### config.mk
export PLATFORM = sky130hd
export DESIGN_NAME = multiplexed_three_digit_display_scan_top_flat
export DESIGN_NICKNAME = d
export VERILOG_FILES = /design/src/sv/mdsc_pkg.sv /design/src/sv/mdsc_if.sv /design/src/sv/multiplexed_three_digit_display_scan_top.sv /design/src/sv/mdsc_split.sv /design/src/flat_wrapper.sv
export SDC_FILE = /design/constraint.sdc
export NUM_CORES = 1
export LEC_CHECK = 0
export BUFFER_PORTS_ARGS = -buffer_cell sky130_fd_sc_hd__buf_2
export CORE_AREA = 2 2 141 143
export DETAILED_ROUTE_END_ITERATION = 8
export DIE_AREA = 0 0 143 145
export HOLD_SLACK_MARGIN = 0.12
export PLACE_DENSITY_LB_ADDON = 0.1
export SLEW_MARGIN = 20
export SYNTH_ARGS = -nofsm -noshare
export SYNTH_HDL_FRONTEND = slang
export SYNTH_SLANG_ARGS = --single-unit
### constraint.sdc
create_clock -name clk -period 11.7 [get_ports clk]
set_clock_uncertainty 0.05 [all_clocks]
set_input_delay 0.585 -clock clk [delete_from_list [all_inputs] [get_ports clk]]
set_output_delay 0.585 -clock clk [all_outputs]
set_load 0.1 [all_outputs]
### src/sv/mdsc_pkg.sv
package mdsc_pkg;

	// Field and register widths
	localparam int CODE_W     = 8;
	localparam int VALUE_W    = 16;
	localparam int POS_W      = 2;
	localparam int CFG_IDX_W  = 8;
	localparam int CFG_DATA_W = 16;
	localparam int NUM_DIGITS = 3;

	// Request types
	localparam logic REQ_LOAD = 1'b0;
	localparam logic REQ_TICK = 1'b1;

	// Register indexes
	localparam logic [CFG_IDX_W-1:0] CFG_POINT_MASK     = 8'd0;
	localparam logic [CFG_IDX_W-1:0] CFG_BLINK_ENABLE   = 8'd1;
	localparam logic [CFG_IDX_W-1:0] CFG_BLINK_INTERVAL = 8'd2;
	localparam logic [CFG_IDX_W-1:0] CFG_ERROR_BASE     = 8'd3;

	// Register reset values
	localparam logic [2:0]         RST_POINT_MASK     = 3'd0;
	localparam logic               RST_BLINK_ENABLE   = 1'b0;
	localparam logic [VALUE_W-1:0] RST_BLINK_INTERVAL = 16'd500;
	localparam logic [VALUE_W-1:0] RST_ERROR_BASE     = 16'd1000;

	// Digit positions
	localparam logic [POS_W-1:0] POS_UNITS    = 2'd0;
	localparam logic [POS_W-1:0] POS_TENS     = 2'd1;
	localparam logic [POS_W-1:0] POS_HUNDREDS = 2'd2;
	localparam logic [POS_W-1:0] POS_UNUSED   = 2'd3;

	// Three display codes produced by a load
	typedef struct packed {
		logic [CODE_W-1:0] hundreds;
		logic [CODE_W-1:0] tens;
		logic [CODE_W-1:0] units;
	} digits_t;

endpackage

### src/sv/mdsc_if.sv
// Input word channel: load or scan tick
interface mdsc_item_if;
	import mdsc_pkg::*;
	logic               valid;
	logic               ready;
	logic               req_type;
	logic [VALUE_W-1:0] display_value;

	modport source (output valid, output req_type, output display_value, input ready);
	modport sink   (input valid, input req_type, input display_value, output ready);
endinterface

// Result word channel: one digit drive
interface mdsc_result_if;
	import mdsc_pkg::*;
	logic              valid;
	logic              ready;
	logic [POS_W-1:0]  digit_position;
	logic [CODE_W-1:0] digit_code;
	logic              point_on;

	modport source (output valid, output digit_position, output digit_code,
		output point_on, input ready);
	modport sink   (input valid, input digit_position, input digit_code,
		input point_on, output ready);
endinterface

// Register write channel
interface mdsc_cfg_if;
	import mdsc_pkg::*;
	logic                  valid;
	logic                  ready;
	logic [CFG_IDX_W-1:0]  index;
	logic [CFG_DATA_W-1:0] data;

	modport source (output valid, output index, output data, input ready);
	modport sink   (input valid, input index, input data, output ready);
endinterface

### src/sv/multiplexed_three_digit_display_scan_top.sv
// Three-digit multiplexed display scan driver.
// A tick word passes the input register, then the result register;
// loads produce no result.
// Throughput: one word per cycle; a tick at the input register waits on a held result.
// Reset: asynchronous, active low; clears pipeline valids, scan and blink state,
// stored digits to zero and registers to their reset values.
module multiplexed_three_digit_display_scan_top
	import mdsc_pkg::*;
#(
	parameter int TABLE_SIZE    = 16,
	parameter int BLANK_CODE    = 15,
	parameter int LETTER_E_CODE = 14
) (
	input logic         clk,
	input logic         arst_n,
	mdsc_item_if.sink   item,
	mdsc_result_if.source result,
	mdsc_cfg_if.sink    cfg
);

	// Configuration registers
	logic [2:0]         point_mask_q;
	logic               blink_en_q;
	logic [VALUE_W-1:0] blink_int_q;
	logic [VALUE_W-1:0] err_base_q;

	// Input stage
	logic               valid_s1;
	logic               req_s1;
	logic [VALUE_W-1:0] value_s1;

	// Display state
	logic [CODE_W-1:0]  digit_q [NUM_DIGITS];
	logic [POS_W-1:0]   scan_pos_q;
	logic [VALUE_W-1:0] blink_cnt_q;
	logic               blink_fall_q;

	// Result register
	logic               res_valid_q;
	logic [POS_W-1:0]   res_pos_q;
	logic [CODE_W-1:0]  res_code_q;
	logic               res_point_q;

	logic               out_free;
	logic               adv;
	logic               tick_adv;
	digits_t            split_digits;
	logic               blank;
	logic [VALUE_W-1:0] blink_cnt_nx;
	logic               blink_fall_nx;
	logic [POS_W-1:0]   pos;
	logic [POS_W-1:0]   pos_nx;
	logic [CODE_W-1:0]  code;
	logic               point;

	// Handshake
	assign out_free   = !res_valid_q || result.ready;
	assign adv        = valid_s1 && ((req_s1 == REQ_LOAD) || out_free);
	assign tick_adv   = adv && (req_s1 == REQ_TICK);
	assign item.ready = !valid_s1 || adv;
	assign cfg.ready  = 1'b1;

	// Register writes
	always_ff @(posedge clk or negedge arst_n) begin
		if (!arst_n) begin
			point_mask_q <= RST_POINT_MASK;
			blink_en_q   <= RST_BLINK_ENABLE;
			blink_int_q  <= RST_BLINK_INTERVAL;
			err_base_q   <= RST_ERROR_BASE;
		end else if (cfg.valid) begin
			case (cfg.index)
				CFG_POINT_MASK:     point_mask_q <= cfg.data[2:0];
				CFG_BLINK_ENABLE:   blink_en_q   <= cfg.data[0];
				CFG_BLINK_INTERVAL: blink_int_q  <= cfg.data;
				CFG_ERROR_BASE:     err_base_q   <= cfg.data;
				default: ;
			endcase
		end
	end

	// Input register
	always_ff @(posedge clk or negedge arst_n) begin
		if (!arst_n) begin
			valid_s1 <= 1'b0;
		end else if (item.ready) begin
			valid_s1 <= item.valid;
		end
	end

	always_ff @(posedge clk) begin
		if (item.valid && item.ready) begin
			req_s1   <= item.req_type;
			value_s1 <= item.display_value;
		end
	end

	mdsc_split #(
		.BLANK_CODE    (BLANK_CODE),
		.LETTER_E_CODE (LETTER_E_CODE)
	) u_split (
		.value      (value_s1),
		.error_base (err_base_q),
		.digits     (split_digits)
	);

	// Blink counter: up to the interval, then down to zero while blanked
	always_comb begin
		blank         = 1'b0;
		blink_cnt_nx  = blink_cnt_q;
		blink_fall_nx = blink_fall_q;
		if (blink_en_q) begin
			if (!blink_fall_q) begin
				if (blink_cnt_q < blink_int_q) begin
					blink_cnt_nx = blink_cnt_q + 16'd1;
				end else begin
					blink_fall_nx = 1'b1;
					blank         = 1'b1;
				end
			end else if (blink_cnt_q != '0) begin
				blink_cnt_nx = blink_cnt_q - 16'd1;
				blank        = 1'b1;
			end else begin
				blink_fall_nx = 1'b0;
			end
		end
	end

	// Digit selection for the current scan position
	always_comb begin
		pos    = (scan_pos_q == POS_UNUSED) ? POS_UNITS : scan_pos_q;
		pos_nx = (pos == POS_HUNDREDS) ? POS_UNITS : pos + 2'd1;
		code   = blank ? CODE_W'(BLANK_CODE) : digit_q[pos];
		point  = point_mask_q[pos];
		// codes past the segment table drive blank with the point off
		if ({1'b0, code} >= 9'(TABLE_SIZE)) begin
			code  = CODE_W'(BLANK_CODE);
			point = 1'b0;
		end
	end

	// Display state update
	always_ff @(posedge clk or negedge arst_n) begin
		if (!arst_n) begin
			for (int i = 0; i < NUM_DIGITS; i++) digit_q[i] <= '0;
			scan_pos_q   <= POS_UNITS;
			blink_cnt_q  <= '0;
			blink_fall_q <= 1'b0;
		end else if (adv) begin
			if (req_s1 == REQ_LOAD) begin
				digit_q[0] <= split_digits.units;
				digit_q[1] <= split_digits.tens;
				digit_q[2] <= split_digits.hundreds;
			end else begin
				scan_pos_q   <= pos_nx;
				blink_cnt_q  <= blink_cnt_nx;
				blink_fall_q <= blink_fall_nx;
			end
		end
	end

	// Result register
	always_ff @(posedge clk or negedge arst_n) begin
		if (!arst_n) begin
			res_valid_q <= 1'b0;
		end else if (tick_adv) begin
			res_valid_q <= 1'b1;
		end else if (result.ready) begin
			res_valid_q <= 1'b0;
		end
	end

	always_ff @(posedge clk) begin
		if (tick_adv) begin
			res_pos_q   <= pos;
			res_code_q  <= code;
			res_point_q <= point;
		end
	end

	assign result.valid          = res_valid_q;
	assign result.digit_position = res_pos_q;
	assign result.digit_code     = res_code_q;
	assign result.point_on       = res_point_q;

endmodule

### src/sv/mdsc_split.sv
// Splits a load value into hundreds/tens/units, or into the error pattern
module mdsc_split
	import mdsc_pkg::*;
#(
	parameter int BLANK_CODE    = 15,
	parameter int LETTER_E_CODE = 14
) (
	input  logic [VALUE_W-1:0] value,
	input  logic [VALUE_W-1:0] error_base,
	output digits_t            digits
);

	// floor(2^19 / 100); estimate is low by at most one
	localparam logic [12:0] RECIP_100 = 13'd5242;

	logic [28:0]        prod;
	logic [9:0]         q_est;
	logic [16:0]        q_x100;
	logic [16:0]        rem_est;
	logic [9:0]         q_hund;
	logic [7:0]         rem;
	logic [3:0]         q_tens;
	logic [7:0]         tens_x10;
	logic [7:0]         q_units;
	logic [VALUE_W-1:0] err_num;

	// Hundreds by reciprocal multiply, one correction step
	always_comb begin
		prod    = 29'(value) * 29'(RECIP_100);
		q_est   = prod[28:19];
		q_x100  = (17'(q_est) << 6) + (17'(q_est) << 5) + (17'(q_est) << 2);
		rem_est = {1'b0, value} - q_x100;
		if (rem_est >= 17'd100) begin
			q_hund = q_est + 10'd1;
			rem    = 8'(rem_est - 17'd100);
		end else begin
			q_hund = q_est;
			rem    = rem_est[7:0];
		end
	end

	// Tens and units of a remainder below 100
	always_comb begin
		q_tens = 4'd0;
		for (int k = 1; k < 10; k++) begin
			if (rem >= 8'(10 * k)) q_tens = 4'(k);
		end
		tens_x10 = (8'(q_tens) << 3) + (8'(q_tens) << 1);
		q_units  = rem - tens_x10;
	end

	assign err_num = value - error_base;

	always_comb begin
		if (value < error_base) begin
			digits.hundreds = q_hund[CODE_W-1:0];
			digits.tens     = 8'(q_tens);
			digits.units    = q_units;
		end else begin
			digits.hundreds = CODE_W'(LETTER_E_CODE);
			digits.tens     = err_num[CODE_W-1:0];
			digits.units    = CODE_W'(BLANK_CODE);
		end
	end

endmodule

### src/flat_wrapper.sv
// flat-port wrapper written by rule: the top's interface ports become plain ports
module multiplexed_three_digit_display_scan_top_flat import mdsc_pkg::*;
#(
	parameter int TABLE_SIZE    = 16,
	parameter int BLANK_CODE    = 15,
	parameter int LETTER_E_CODE = 14
)
  (clk, arst_n, item_valid, item_req_type, item_display_value, item_ready, result_valid, result_digit_position, result_digit_code, result_point_on, result_ready, cfg_valid, cfg_index, cfg_data, cfg_ready);
  mdsc_item_if item_i ();
  mdsc_result_if result_i ();
  mdsc_cfg_if cfg_i ();
  input logic clk;
  input logic arst_n;
  input wire logic [$bits(item_i.valid)-1:0] item_valid;
  input wire logic [$bits(item_i.req_type)-1:0] item_req_type;
  input wire logic [$bits(item_i.display_value)-1:0] item_display_value;
  output wire logic [$bits(item_i.ready)-1:0] item_ready;
  output wire logic [$bits(result_i.valid)-1:0] result_valid;
  output wire logic [$bits(result_i.digit_position)-1:0] result_digit_position;
  output wire logic [$bits(result_i.digit_code)-1:0] result_digit_code;
  output wire logic [$bits(result_i.point_on)-1:0] result_point_on;
  input wire logic [$bits(result_i.ready)-1:0] result_ready;
  input wire logic [$bits(cfg_i.valid)-1:0] cfg_valid;
  input wire logic [$bits(cfg_i.index)-1:0] cfg_index;
  input wire logic [$bits(cfg_i.data)-1:0] cfg_data;
  output wire logic [$bits(cfg_i.ready)-1:0] cfg_ready;
  assign item_i.valid = item_valid;
  assign item_i.req_type = item_req_type;
  assign item_i.display_value = item_display_value;
  assign item_ready = item_i.ready;
  assign result_valid = result_i.valid;
  assign result_digit_position = result_i.digit_position;
  assign result_digit_code = result_i.digit_code;
  assign result_point_on = result_i.point_on;
  assign result_i.ready = result_ready;
  assign cfg_i.valid = cfg_valid;
  assign cfg_i.index = cfg_index;
  assign cfg_i.data = cfg_data;
  assign cfg_ready = cfg_i.ready;
  multiplexed_three_digit_display_scan_top #(.TABLE_SIZE(TABLE_SIZE), .BLANK_CODE(BLANK_CODE), .LETTER_E_CODE(LETTER_E_CODE)) u_core (.clk(clk), .arst_n(arst_n), .item(item_i), .result(result_i), .cfg(cfg_i));
endmodule
# Word level (Yosys, flattened, before mapping)
# Index checks and enable logic that the tools add are counted.
[totals] elab_cells=101 output_inout_bits=14 input_bits=46 regBits=109
[classes] n_bitwise=2 eq_ne=6 muxes=29 reduce_logical=20 n_mul=1 add_sub_neg=11 order_cmp=15
[op_table] cell="16-bit 2-to-1 mux" n=3
[op_table] cell="8-bit 2-to-1 mux" n=5
[op_table] cell="16-bit less-than comparator" n=2
[op_table] cell="16-bit by 12-bit multiplier with 28-bit output (second input constant)" n=1
[op_table] cell="8-bit by 5-bit greater-or-equal comparator with 1-bit output (second input constant)" n=3
[op_table] cell="8-bit by 6-bit greater-or-equal comparator with 1-bit output (second input constant)" n=3
[op_table] cell="8-bit by 7-bit greater-or-equal comparator with 1-bit output (second input constant)" n=3
[op_table] cell="24-bit 2-to-1 mux" n=1
[op_table] cell="4-bit 2-to-1 mux" n=5
[op_table] cell="16-bit by 15-bit adder with 17-bit output" n=1
[op_table] cell="17-bit by 12-bit adder with 17-bit output" n=1
[op_table] cell="17-bit by 7-bit greater-or-equal comparator with 1-bit output (second input constant)" n=1
[op_table] cell="16-bit by 17-bit subtractor with 17-bit output" n=1
[op_table] cell="16-bit by 1-bit adder with 16-bit output (second input constant)" n=1
[op_table] cell="8-bit binary-select mux with 2-bit select" n=1
[op_table] cell="8-bit by 2-bit equality test with 1-bit output (second input constant)" n=2
[op_table] cell="16-bit nonzero test" n=1
[op_table] cell="16-bit by 1-bit subtractor with 16-bit output (second input constant)" n=1
[op_table] cell="8-bit subtractor" n=2
[op_table] cell="2-bit AND reduction" n=6
[op_table] cell="7-bit by 5-bit adder with 8-bit output" n=1
[op_table] cell="8-bit by 1-bit adder with 8-bit output (second input constant)" n=1
[op_table] cell="8-bit by 1-bit equality test with 1-bit output (second input constant)" n=1
[op_table] cell="8-bit by 4-bit greater-or-equal comparator with 1-bit output (second input constant)" n=1
[op_table] cell="19 further kinds" n=36

# Logic depth before layout (Yosys ltp)
# Gate-level depths: netlist of run 1.
[logic_depth] ltp_word=19 ltp_mapped=51 mapped_depth_nobuf=50

# Modules after synthesis
# A second synthesis of run 1 with hierarchy kept.
[hier_totals] hier_cells=1174 hier_area_um2=11932.7
[modules_own_cells] mod="mdsc_split" n_inst=1 cells_each=765 seq_area_each_um2=0.0 area_per_inst_um2=6532.5
[modules_own_cells] mod="multiplexed_three_digit_display_scan_top" n_inst=1 cells_each=409 seq_area_each_um2=2882.8 area_per_inst_um2=5400.2

# Least setup slack after synthesis of run 1
# No wires, ideal clock.
[synth_timing] kind="flip-flop to flip-flop" startpoint="register u_core.value_s1[8]" endpoint="register u_core.digit_q[22] (netlist bit)" path_stages_with_launch=46 t_required_ns=11.516 slack_ns=0.964 n_path_buf=2 period_less_slack_ns=10.736 setup_ns=0.134 arrival_time_ns=10.552 cell_sequence="edfxtp_1 -> fa_1 -> ha_1 -> inv_1 -> fa_1 -> inv_1 -> fa_1 -> inv_1 -> fa_1 -> inv_1 -> ha_1 -> and4_1 -> a31oi_1 -> o21bai_1 -> a21o_1 -> a211oi_1 -> o31a_1 -> o31ai_1 -> [10 not listed] -> o211a_1 -> nor3_1 -> nor4_4 -> and3_1 -> and3b_1 -> buf_6 -> o211a_1 -> or4_4 -> a31oi_4 -> o21ai_2 -> inv_1 -> fa_1 -> ha_1 -> a21oi_1 -> o21ai_0 -> a21oi_1 -> xor2_1 -> o31ai_1"
[synth_via] elab_chain_cells=19 elab_cells_between_ends=29 classes_between="add/sub: 6; mul: 1; order compare: 11; mux: 11"
[synth_lines] element="start, declared" line_no="multiplexed_three_digit_display_scan_top.sv:30" text="logic [VALUE_W-1:0] value_s1;"
[synth_lines] element="start signal, assigned" line_no="multiplexed_three_digit_display_scan_top.sv:93" text="value_s1 <= item.display_value;"
[synth_lines] element="16-bit by 12-bit multiplier with 28-bit output" line_no="mdsc_split.sv:29" text="prod = 29'(value) * 29'(RECIP_100);"
[synth_lines] element="16-bit by 15-bit adder with 17-bit output" line_no="mdsc_split.sv:31" text="q_x100 = (17'(q_est) << 6) + (17'(q_est) << 5) + (17'(q_est) << 2);"
[synth_lines] element="17-bit by 12-bit adder with 17-bit output" line_no="mdsc_split.sv:31"
[synth_lines] element="16-bit by 17-bit subtractor with 17-bit output" line_no="mdsc_split.sv:32" text="rem_est = {1'b0, value} - q_x100;"
[synth_lines] element="17-bit by 7-bit greater-or-equal comparator with 1-bit output / 8-bit by 7-bit subtractor with 8-bit output (equally long branches)" line_no="mdsc_split.sv:33, mdsc_split.sv:35"
[synth_lines] element="8-bit 2-to-1 mux" line_no="mdsc_split.sv:33" text="if (rem_est >= 17'd100) begin"
[synth_lines] element="8-bit by 4-bit greater-or-equal comparator with 1-bit output" line_no="mdsc_split.sv:46" text="if (rem >= 8'(10 * k)) q_tens = 4'(k);"
[synth_lines] element="1-bit 2-to-1 mux" line_no="mdsc_split.sv:46"
[synth_lines] element="2-bit 2-to-1 mux (2 in series)" line_no="mdsc_split.sv:46"
[synth_lines] element="3-bit 2-to-1 mux" line_no="mdsc_split.sv:46"
[synth_lines] element="4-bit 2-to-1 mux (5 in series)" line_no="mdsc_split.sv:46"
[synth_lines] element="7-bit by 5-bit adder with 8-bit output" line_no="mdsc_split.sv:48" text="tens_x10 = (8'(q_tens) << 3) + (8'(q_tens) << 1);"
[synth_lines] element="8-bit subtractor" line_no="mdsc_split.sv:49" text="q_units = rem - tens_x10;"
[synth_lines] element="24-bit 2-to-1 mux *" line_no="mdsc_split.sv:55" text="if (value < error_base) begin"
[synth_lines] element="end, declared" line_no="multiplexed_three_digit_display_scan_top.sv:33" text="logic [CODE_W-1:0] digit_q [NUM_DIGITS];"
# Every way passes the cells marked *; elsewhere a longest branch is shown, timed or not.
# A chain may end at the register's enable or synchronous reset.

# Worst setup path after layout of run 1
[layout_timing] startpoint="register u_core.value_s1[7]" endpoint="register u_core.digit_q[23] (netlist bit)"
# Same word-level chain as after synthesis.

==> metrics, run 1 <==
Cells after Synth 1198; CP endpoint kind register; port buffer count 58; global-route wire length before repair 42.7 mm; Total Wirelength 25.2 mm; Req. time, crit path 11890 ps; Placement Rows 51; die area 20700 sq um; Hold Startpoint item_display_value[10]; Clock Tree Buf Depth 2; post-synth top area share 0.198; max_slew headroom 0.349; flops & latches, synth 109; area grow syn2layout 10.2%; Sink Count 109; Storage cell area 2880 sq um; Routed WL per cell 16.3 um; Post-synth EDFFs 28; Top delay family on crit path adder cells; worst reg2reg path startpoint u_core.value_s1[7]; Iter 0 DRT Violations 454; met3 WL 1.13 mm; Max FO, Critical Path 6; count leader, synth inv_1; ys flop type dfrtp_1; initial antenna violation count 0; WHS 355 ps; Slowest-stage cell, CP fa_1; DRC viols 0; FMAX 0.0907 GHz; die width 143 um; area of the multi-input gates 7880 sq um; Starting Density 0.600; gpl congestion 0.895; final setup vio count 0; status complete, no violations; ranking of synthesized cells by area ha_1, dfrtp_1, fa_1; synth unique cells 79; Synth warnings 0; Reg clk slew, reported paths 80 ps; FILL cells 1572; total vias in the final route 8620; DP HPWL 20.5 mm; DR vias/cell 5.57; Mean Syn Cell Area 9.62 sq um; largest net degree at the start of global routing 74; Post-layout nets 1584; die height 145 um; Inserted Clock Buffers 9; Tot GR Track Use 0.255; Synth area leader ha_1; Final Hold Vio Count 0; Max Cap Viol 0; synth cell count leaders inv_1, ha_1, nand2_1; placed cell count 1515; Setup crit start kind register; Synth Cell Area 11500 sq um; Tmin final 11020 ps; max incr delay on CP 550 ps; Tightest Pin Transition 964 ps; root buf cell clkbuf_16; Post-DRT Antenna Nets 0; total gr overflow 0; Critical Path AT 11210 ps; Met2 Routed Length 12.0 mm; drt first pass iters 5; Hold Crit Class in2reg; IO Pins 60; htree depth 3; ys async rst share 0.743; clk_lat worst skew 350 ps; critical path type reg2reg; WP buf/inv 10; vias in the first global route 8773; layout cells sized above 1 0.155; CP Launch Point u_core.value_s1[7]; CTS tree built; highest routed layer met4; core area 19200 sq um; M1 WL 11.7 mm; fin cells 1548; Seq/Total Area, Yosys 0.250; Final Max Slew Viols 0; most frequent CP cell inv_1; final worst-path cycle share 0.942
==> worst paths after layout <==
| path | to | depth (start not counted) | slack, ps |
|---|---|---|---|
| worst max-delay path | u_core.digit_q[23] | 46 | 680 |
| worst min-delay path | u_core.value_s1[10] | 1 | 350 |
| worst max register to register | u_core.digit_q[23] | 46 | 680 |
| worst min register to register | u_core.digit_q[18] | 2 | 420 |
| max in group asynchronous | u_core.blink_cnt_q[13] | 3 | 9930 |
| min in group asynchronous | u_core.scan_pos_q[0] | 2 | 540 |
==> routing by layer <==
| metal | track usage | up-vias |
|---|---|---|
| met5 | 0 | - |
| met4 | 0.0485 | 0 |
| met3 | 0.0399 | 32 |
| met2 | 0.415 | 174 |
| met1 | 0.365 | 4158 |
| li1 | - | 4256 |
==> state kept, by name, indices dropped and copies added, names as in the netlist, 2 cells and up <==
| name | flops |
|---|---|
| u_core.result.digit_code | 8 |
| u_core.scan_pos_q | 2 |
| u_core.err_base_q | 16 |
| u_core.point_mask_q | 3 |
| u_core.blink_cnt_q | 16 |
| u_core.result.digit_position | 2 |
| u_core.blink_int_q | 16 |
| u_core.value_s1 | 16 |
| u_core.digit_q | 24 |
==> final cells by class <==
class / instances / area share
Antenna cell: 1 / 0.000197
Clock buffer: 10 / 0.0188
Clock inverter: 6 / 0.00473
Inverter: 201 / 0.0595
Multi-Input combinational cell: 865 / 0.621
Sequential cell: 109 / 0.227
Tap cell: 265 / 0.0261
Timing Repair Buffer: 91 / 0.0428
==> layout by cell type, fill, tap and decap left out, types with 19 or more instances in the layout <==
master,instances
nor2_1,52
fa_1,79
inv_1,201
xnor2_1,29
nor3_1,19
buf_4,33
a21oi_1,50
nand2_1,87
dfrtp_1,69
ha_1,181
buf_2,57
mux2_2,39
o21ai_0,59
edfxtp_1,28
==> through the flow <==
stage / TNS, ps / utilization / area (sq um) / setup slack, ps
6_report: 0 / 0.661 / 12700 / 680
5_1_grt: -36.0 / 0.661 / 12700 / -36.0
4_1_cts: 0 / 0.650 / 12500 / 179
3_5_place_dp: 0 / 0.634 / 12200 / 202
3_3_place_gp: 0 / 0.634 / 12200 / 415
2_1_floorplan: 0 / - / 11500 / 964
==> logic make-up (layout without fill, tap and decap cells) <==
group / after synthesis / in the layout / synth area share
simple gates: 263 / 263 / 0.115
fa+ha+maj: 261 / 261 / 0.335
compound gates: 238 / 238 / 0.138
buf+inv: 227 / 308 / 0.0754
flops: 109 / 109 / 0.250
mux: 51 / 51 / 0.0486
xor+xnor: 47 / 47 / 0.0370
other cells: 2 / 6 / 0.000652
==> what timing repair did <==
item                                    in CTS  in global routing
hold buffers                                 1                  0
hold endpoints to repair                     8                  0
endpoints found under the setup margin       0                  5
setup buffers                                0                 15
resized for setup                            0                 21
Power of run 1 is left out: the tool's default activity adds up to more than one toggle a clock period on the data nets, which glitch-free logic cannot reach.
==> inputs of run 2 (changes only) <==
--- a/config.mk
+++ b/config.mk
@@ -9,6 +9,7 @@
 export CORE_AREA = 2 2 141 143
 export DETAILED_ROUTE_END_ITERATION = 8
 export DIE_AREA = 0 0 143 145
+export GPL_TIMING_DRIVEN = 0
 export HOLD_SLACK_MARGIN = 0.12
 export PLACE_DENSITY_LB_ADDON = 0.1
 export SLEW_MARGIN = 20
==> constraint.sdc (replaced) <==
create_clock -name clk -period 11.8 [get_ports clk]
set_clock_uncertainty 0.05 [all_clocks]
set_input_delay 0.59 -clock clk [delete_from_list [all_inputs] [get_ports clk]]
set_output_delay 0.59 -clock clk [all_outputs]
set_load 0.1 [all_outputs]
==> run 2 against run 1 <==
Effect of this change: non-clock buffer count up 25; cell area up 2.2%; register-to-register slack worse by 220 ps; worst setup slack worse by 220 ps; first-iteration DRC count up 1.3%; via count up 1.9%; critical path depth unchanged; critical path type unchanged; largest cell class unchanged.
==> metrics, run 2 (synthesis results as in run 1) <==
core area 19200 sq um; Hold Crit Class in2async; commonest non-fill, non-tap cell in the layout inv_1; gpl congestion 0.917; Post-DRT Antenna Nets 0; vias in the first global route 8946; Critical Path AT 11530 ps; total gr overflow 0; DRC viols 0; Max Cap Viol 0; Routed WL per cell 16.6 um; WHS 140 ps; clk_lat worst skew 350 ps; final worst-path cycle share 0.961; htree depth 3; WP buf/inv 11; Top delay family on crit path adder cells; global-route wire length before repair 43.9 mm; fin cells 1572; final setup vio count 0; drt first pass iters 5; max_slew headroom 0.310; FMAX 0.0882 GHz; ant diodes 0; largest net degree at the start of global routing 50; die width 143 um; DR vias/cell 5.59; total vias in the final route 8788; Clock Tree Buf Depth 2; placed cell count 1525; CP endpoint kind register; Tot GR Track Use 0.265; Final Hold Vio Count 0; Biggest register u_core.digit_q; Placement Rows 51; most frequent cells in the layout inv_1, ha_1, nand2_1; status complete, no violations; Sink Count 109; Inserted Clock Buffers 9; IO Pins 60; area grow syn2layout 12.6%; Req. time, crit path 11990 ps; Setup crit start kind register; Final Max Slew Viols 0; Max FO, Critical Path 8; Tmin final 11340 ps; Iter 0 DRT Violations 460; critical path type reg2reg; most frequent CP cell inv_1; die height 145 um; max incr delay on CP 560 ps; Reg clk slew, reported paths 80 ps; layout cells sized above 1 0.174; die area 20700 sq um; Total Wirelength 26.2 mm; Post-layout nets 1609; port buffer count 58; Slowest-stage cell, CP fa_1; initial antenna violation count 1; root buf cell clkbuf_16; CTS tree built; Starting Density 0.600; Tightest Pin Transition 1020 ps; TNS Setup 0 ps; DP HPWL 20.6 mm; max reg flops 24
## run 2: cell types whose count changed in the layout (fill, tap and decap cells not counted), sizes merged
cell and delta:
diode -1, dlygate4sd3 -1, buf +7, clkinvlp +1
inv -2, bufinv +1, clkbuf +19
## run 2: per-stage QoR
stage          setup slack (ps)   util  instance area (sq um)
2_1_floorplan              1060      -                  11500
3_3_place_gp               -356  0.633                  12200
3_5_place_dp               -512  0.634                  12200
4_1_cts                     103  0.657                  12600
5_1_grt                   -78.2  0.675                  13000
6_report                    456  0.675                  13000
## run 2: worst paths after layout
path	from	to	slack, ps	cells past startpoint
max	u_core.value_s1[4]	u_core.digit_q[23]	460	46
max reg2reg	u_core.value_s1[4]	u_core.digit_q[23]	460	46
min in group clk	item_display_value[11]	u_core.value_s1[11]	360	1
min	arst_n	u_core.scan_pos_q[0]	140	1
max in group asynchronous	arst_n	u_core.err_base_q[9]	10880	2
min reg2reg	u_core.digit_q[16]	u_core.digit_q[16]	420	2
## run 2: cell type report
type,count,area [sq um]
Multi-Input combinational cell,865,8010
Fill cell,1553,6230
Sequential cell,109,2880
Inverter,201,754
Timing Repair Buffer,92,572
Tap cell,265,332
Clock buffer,10,229
Buffer,24,115
Clock inverter,6,77.6
## run 2: metal layers
layer,routed length [um],track usage,up-vias
li1,-,-,4311
met1,12300,0.381,4282
met2,12300,0.418,159
met3,1040,0.0525,34
met4,427,0.0545,2
met5,13,0,-
## run 2: worst reg2reg max path: cells and delay by family (launching register included)
family          cells  cell delay, ps
mux                 1             290
fa+ha+maj          11            4570
simple gates        7            1410
compound gates     15            3010
buf+inv            11            1140
xor+xnor            1             310
flops               1             470
## run 2: timing repair
item | in CTS | in global routing
setup endpoints to repair | 5 | 5
setup buffers | 12 | 21
pin swaps | 2 | 19
gates resized for setup | 10 | 42
hold buffers | 0 | 0
Power of run 2 is left out for the same reason.
==> inputs of run 3 (changes only) <==
--- a/config.mk
+++ b/config.mk
@@ -6,9 +6,11 @@
 export NUM_CORES = 1
 export LEC_CHECK = 0
 export BUFFER_PORTS_ARGS = -buffer_cell sky130_fd_sc_hd__buf_2
-export CORE_AREA = 2 2 141 143
+export CELL_PAD_IN_SITES_DETAIL_PLACEMENT = 2
+export CELL_PAD_IN_SITES_GLOBAL_PLACEMENT = 2
+export CORE_AREA = 2 2 171 173
 export DETAILED_ROUTE_END_ITERATION = 8
-export DIE_AREA = 0 0 143 145
+export DIE_AREA = 0 0 173 175
 export GPL_TIMING_DRIVEN = 0
 export HOLD_SLACK_MARGIN = 0.12
 export PLACE_DENSITY_LB_ADDON = 0.1
==> run 3 against run 2 <==
Effect of this change: clock-buffer cell count stayed put; cell count is 8.0% higher; maximum frequency is 1.9% lower; worst setup slack worse by 220 ps; via count is 3.7% higher; critical path depth is 5 higher; first-iteration DRC count is 32% lower; highest routed layer is now met4.
==> metrics, run 3 (synthesis results as in run 1) <==
placed cell count 1644; most frequent cells in the layout inv_1, ha_1, nand2_1; Routed WL per cell 20.8 um; total gr overflow 0; Top delay family on crit path adder cells; clk_lat worst skew 350 ps; DRC viols 0; CP endpoint kind register; IO Pins 60; vias in the first global route 10301; DR vias/cell 5.37; Total Wirelength 35.3 mm; Max Cap Viol 0; Reg clk slew, reported paths 80 ps; GR met2 Demand/Resource 0.417; Final Hold Vio Count 0; Sink Count 109; Biggest register u_core.digit_q; port buffer count 58; GRT busiest layer met2; DP HPWL 27.2 mm; Final Max Slew Viols 0; area grow syn2layout 15.0%; Req. time, crit path 11990 ps; Tightest Pin Transition 925 ps; Tmin final 11560 ps; Inserted Clock Buffers 9; fin cells 1697; final setup vio count 0; htree depth 3; Starting Density 0.406; ant diodes 0; hold buffers post-CTS 0; most frequent CP cell inv_1; Placement Rows 62; Clock Tree Buf Depth 2; met1 Usage GRT 0.303; CTS tree built; critical path type reg2reg; Slowest-stage cell, CP edfxtp_1; final worst-path cycle share 0.980; FILL cells 3093; core area 28400 sq um; Max FO, Critical Path 8; gpl congestion 0.809; CP Launch Point u_core.value_s1[7]; final instance area 13200 sq um; initial antenna violation count 0; final design utilization 0.466; global-route wire length before repair 55.2 mm; Iter 0 DRT Violations 314; Tot GR Track Use 0.229; WP buf/inv 9; met3 GRT Util 0.0200; die area 30300 sq um; Setup crit start kind register; drt first pass iters 4; root buf cell clkbuf_16; max reg flops 24; largest net degree at the start of global routing 55; die height 175 um; commonest non-fill, non-tap cell in the layout inv_1; status complete, no violations; total vias in the final route 9110; Hold Crit Class in2async; layout cells sized above 1 0.187; Critical Path AT 11750 ps; FMAX 0.0865 GHz; max_slew headroom 0.379; die width 173 um; Post-DRT Antenna Nets 0; placed cell area 12300 sq um; max incr delay on CP 550 ps; Post-layout nets 1615; worst reg2reg path startpoint u_core.value_s1[7]
[run 3: cell count changes in the layout (fill, tap and decap cells not counted), sizes merged]
| cell | before | now |
|---|---|---|
| inv | 204 | 202 |
| bufinv | 1 | 0 |
| buf | 97 | 104 |
| clkbuf | 29 | 28 |
| clkinv | 1 | 5 |
| clkinvlp | 1 | 0 |
[run 3: what timing repair did]
| item | 4_1_cts | 5_1_grt |
|---|---|---|
| endpoints found under the setup margin | 6 | 5 |
| pin swaps | 4 | 26 |
| buffers inserted | 18 | 21 |
| gates resized for setup | 18 | 56 |
[run 3: worst register-to-register path: cells and delay by family (launching register included)]
family | cells | cell delay, ps
adders and majority gates | 11 | 4080
AOI/OAI and AO/OA | 21 | 3960
and+or+nand+nor | 8 | 1460
buffers and inverters | 9 | 840
DFF | 1 | 550
xor gates and xnor gates | 2 | 480
[run 3: cell type report]
class                   instances  area (sq um)  area share
plain buffers                  24           113     0.00850
inverters                     201           754      0.0570
well taps                     384           480      0.0363
flip-flops and latches        109          2880       0.218
repair buffers                 98           621      0.0469
clock buffers                  10           229      0.0173
clock inverters                 6          60.1     0.00454
multi-input cells             865          8100       0.612
[run 3: per-stage QoR]
step / setup slack (ps) / hold WS [ps] / TNS (ps)
finish: 236 / 118 / 0
global route: -230 / 134 / -575
CTS: 39.6 / 126 / 0
detailed placement: -1170 / 411 / -4930
global placement: -829 / 401 / -3140
floorplan: 1060 / 244 / 0
[run 3: final timing paths]
path                                        end  slack, ps  cells past startpoint
hold / removal             u_core.scan_pos_q[0]        120                      1
hold reg to reg              u_core.digit_q[13]        440                      2
max in group asynchronous  u_core.err_base_q[8]      10900                      2
min in group clk             u_core.value_s1[9]        360                      1
setup reg to reg             u_core.digit_q[23]        240                     51
setup / recovery             u_core.digit_q[23]        240                     51
[run 3: layer usage]
| metal | vias up | share of wire |
|---|---|---|
| met5 | - | 0 |
| met4 | 0 | 0.0095 |
| met3 | 25 | 0.016 |
| met2 | 85 | 0.52 |
| met1 | 4704 | 0.45 |
| li1 | 4296 | - |
Power of run 3 is left out for the same reason.
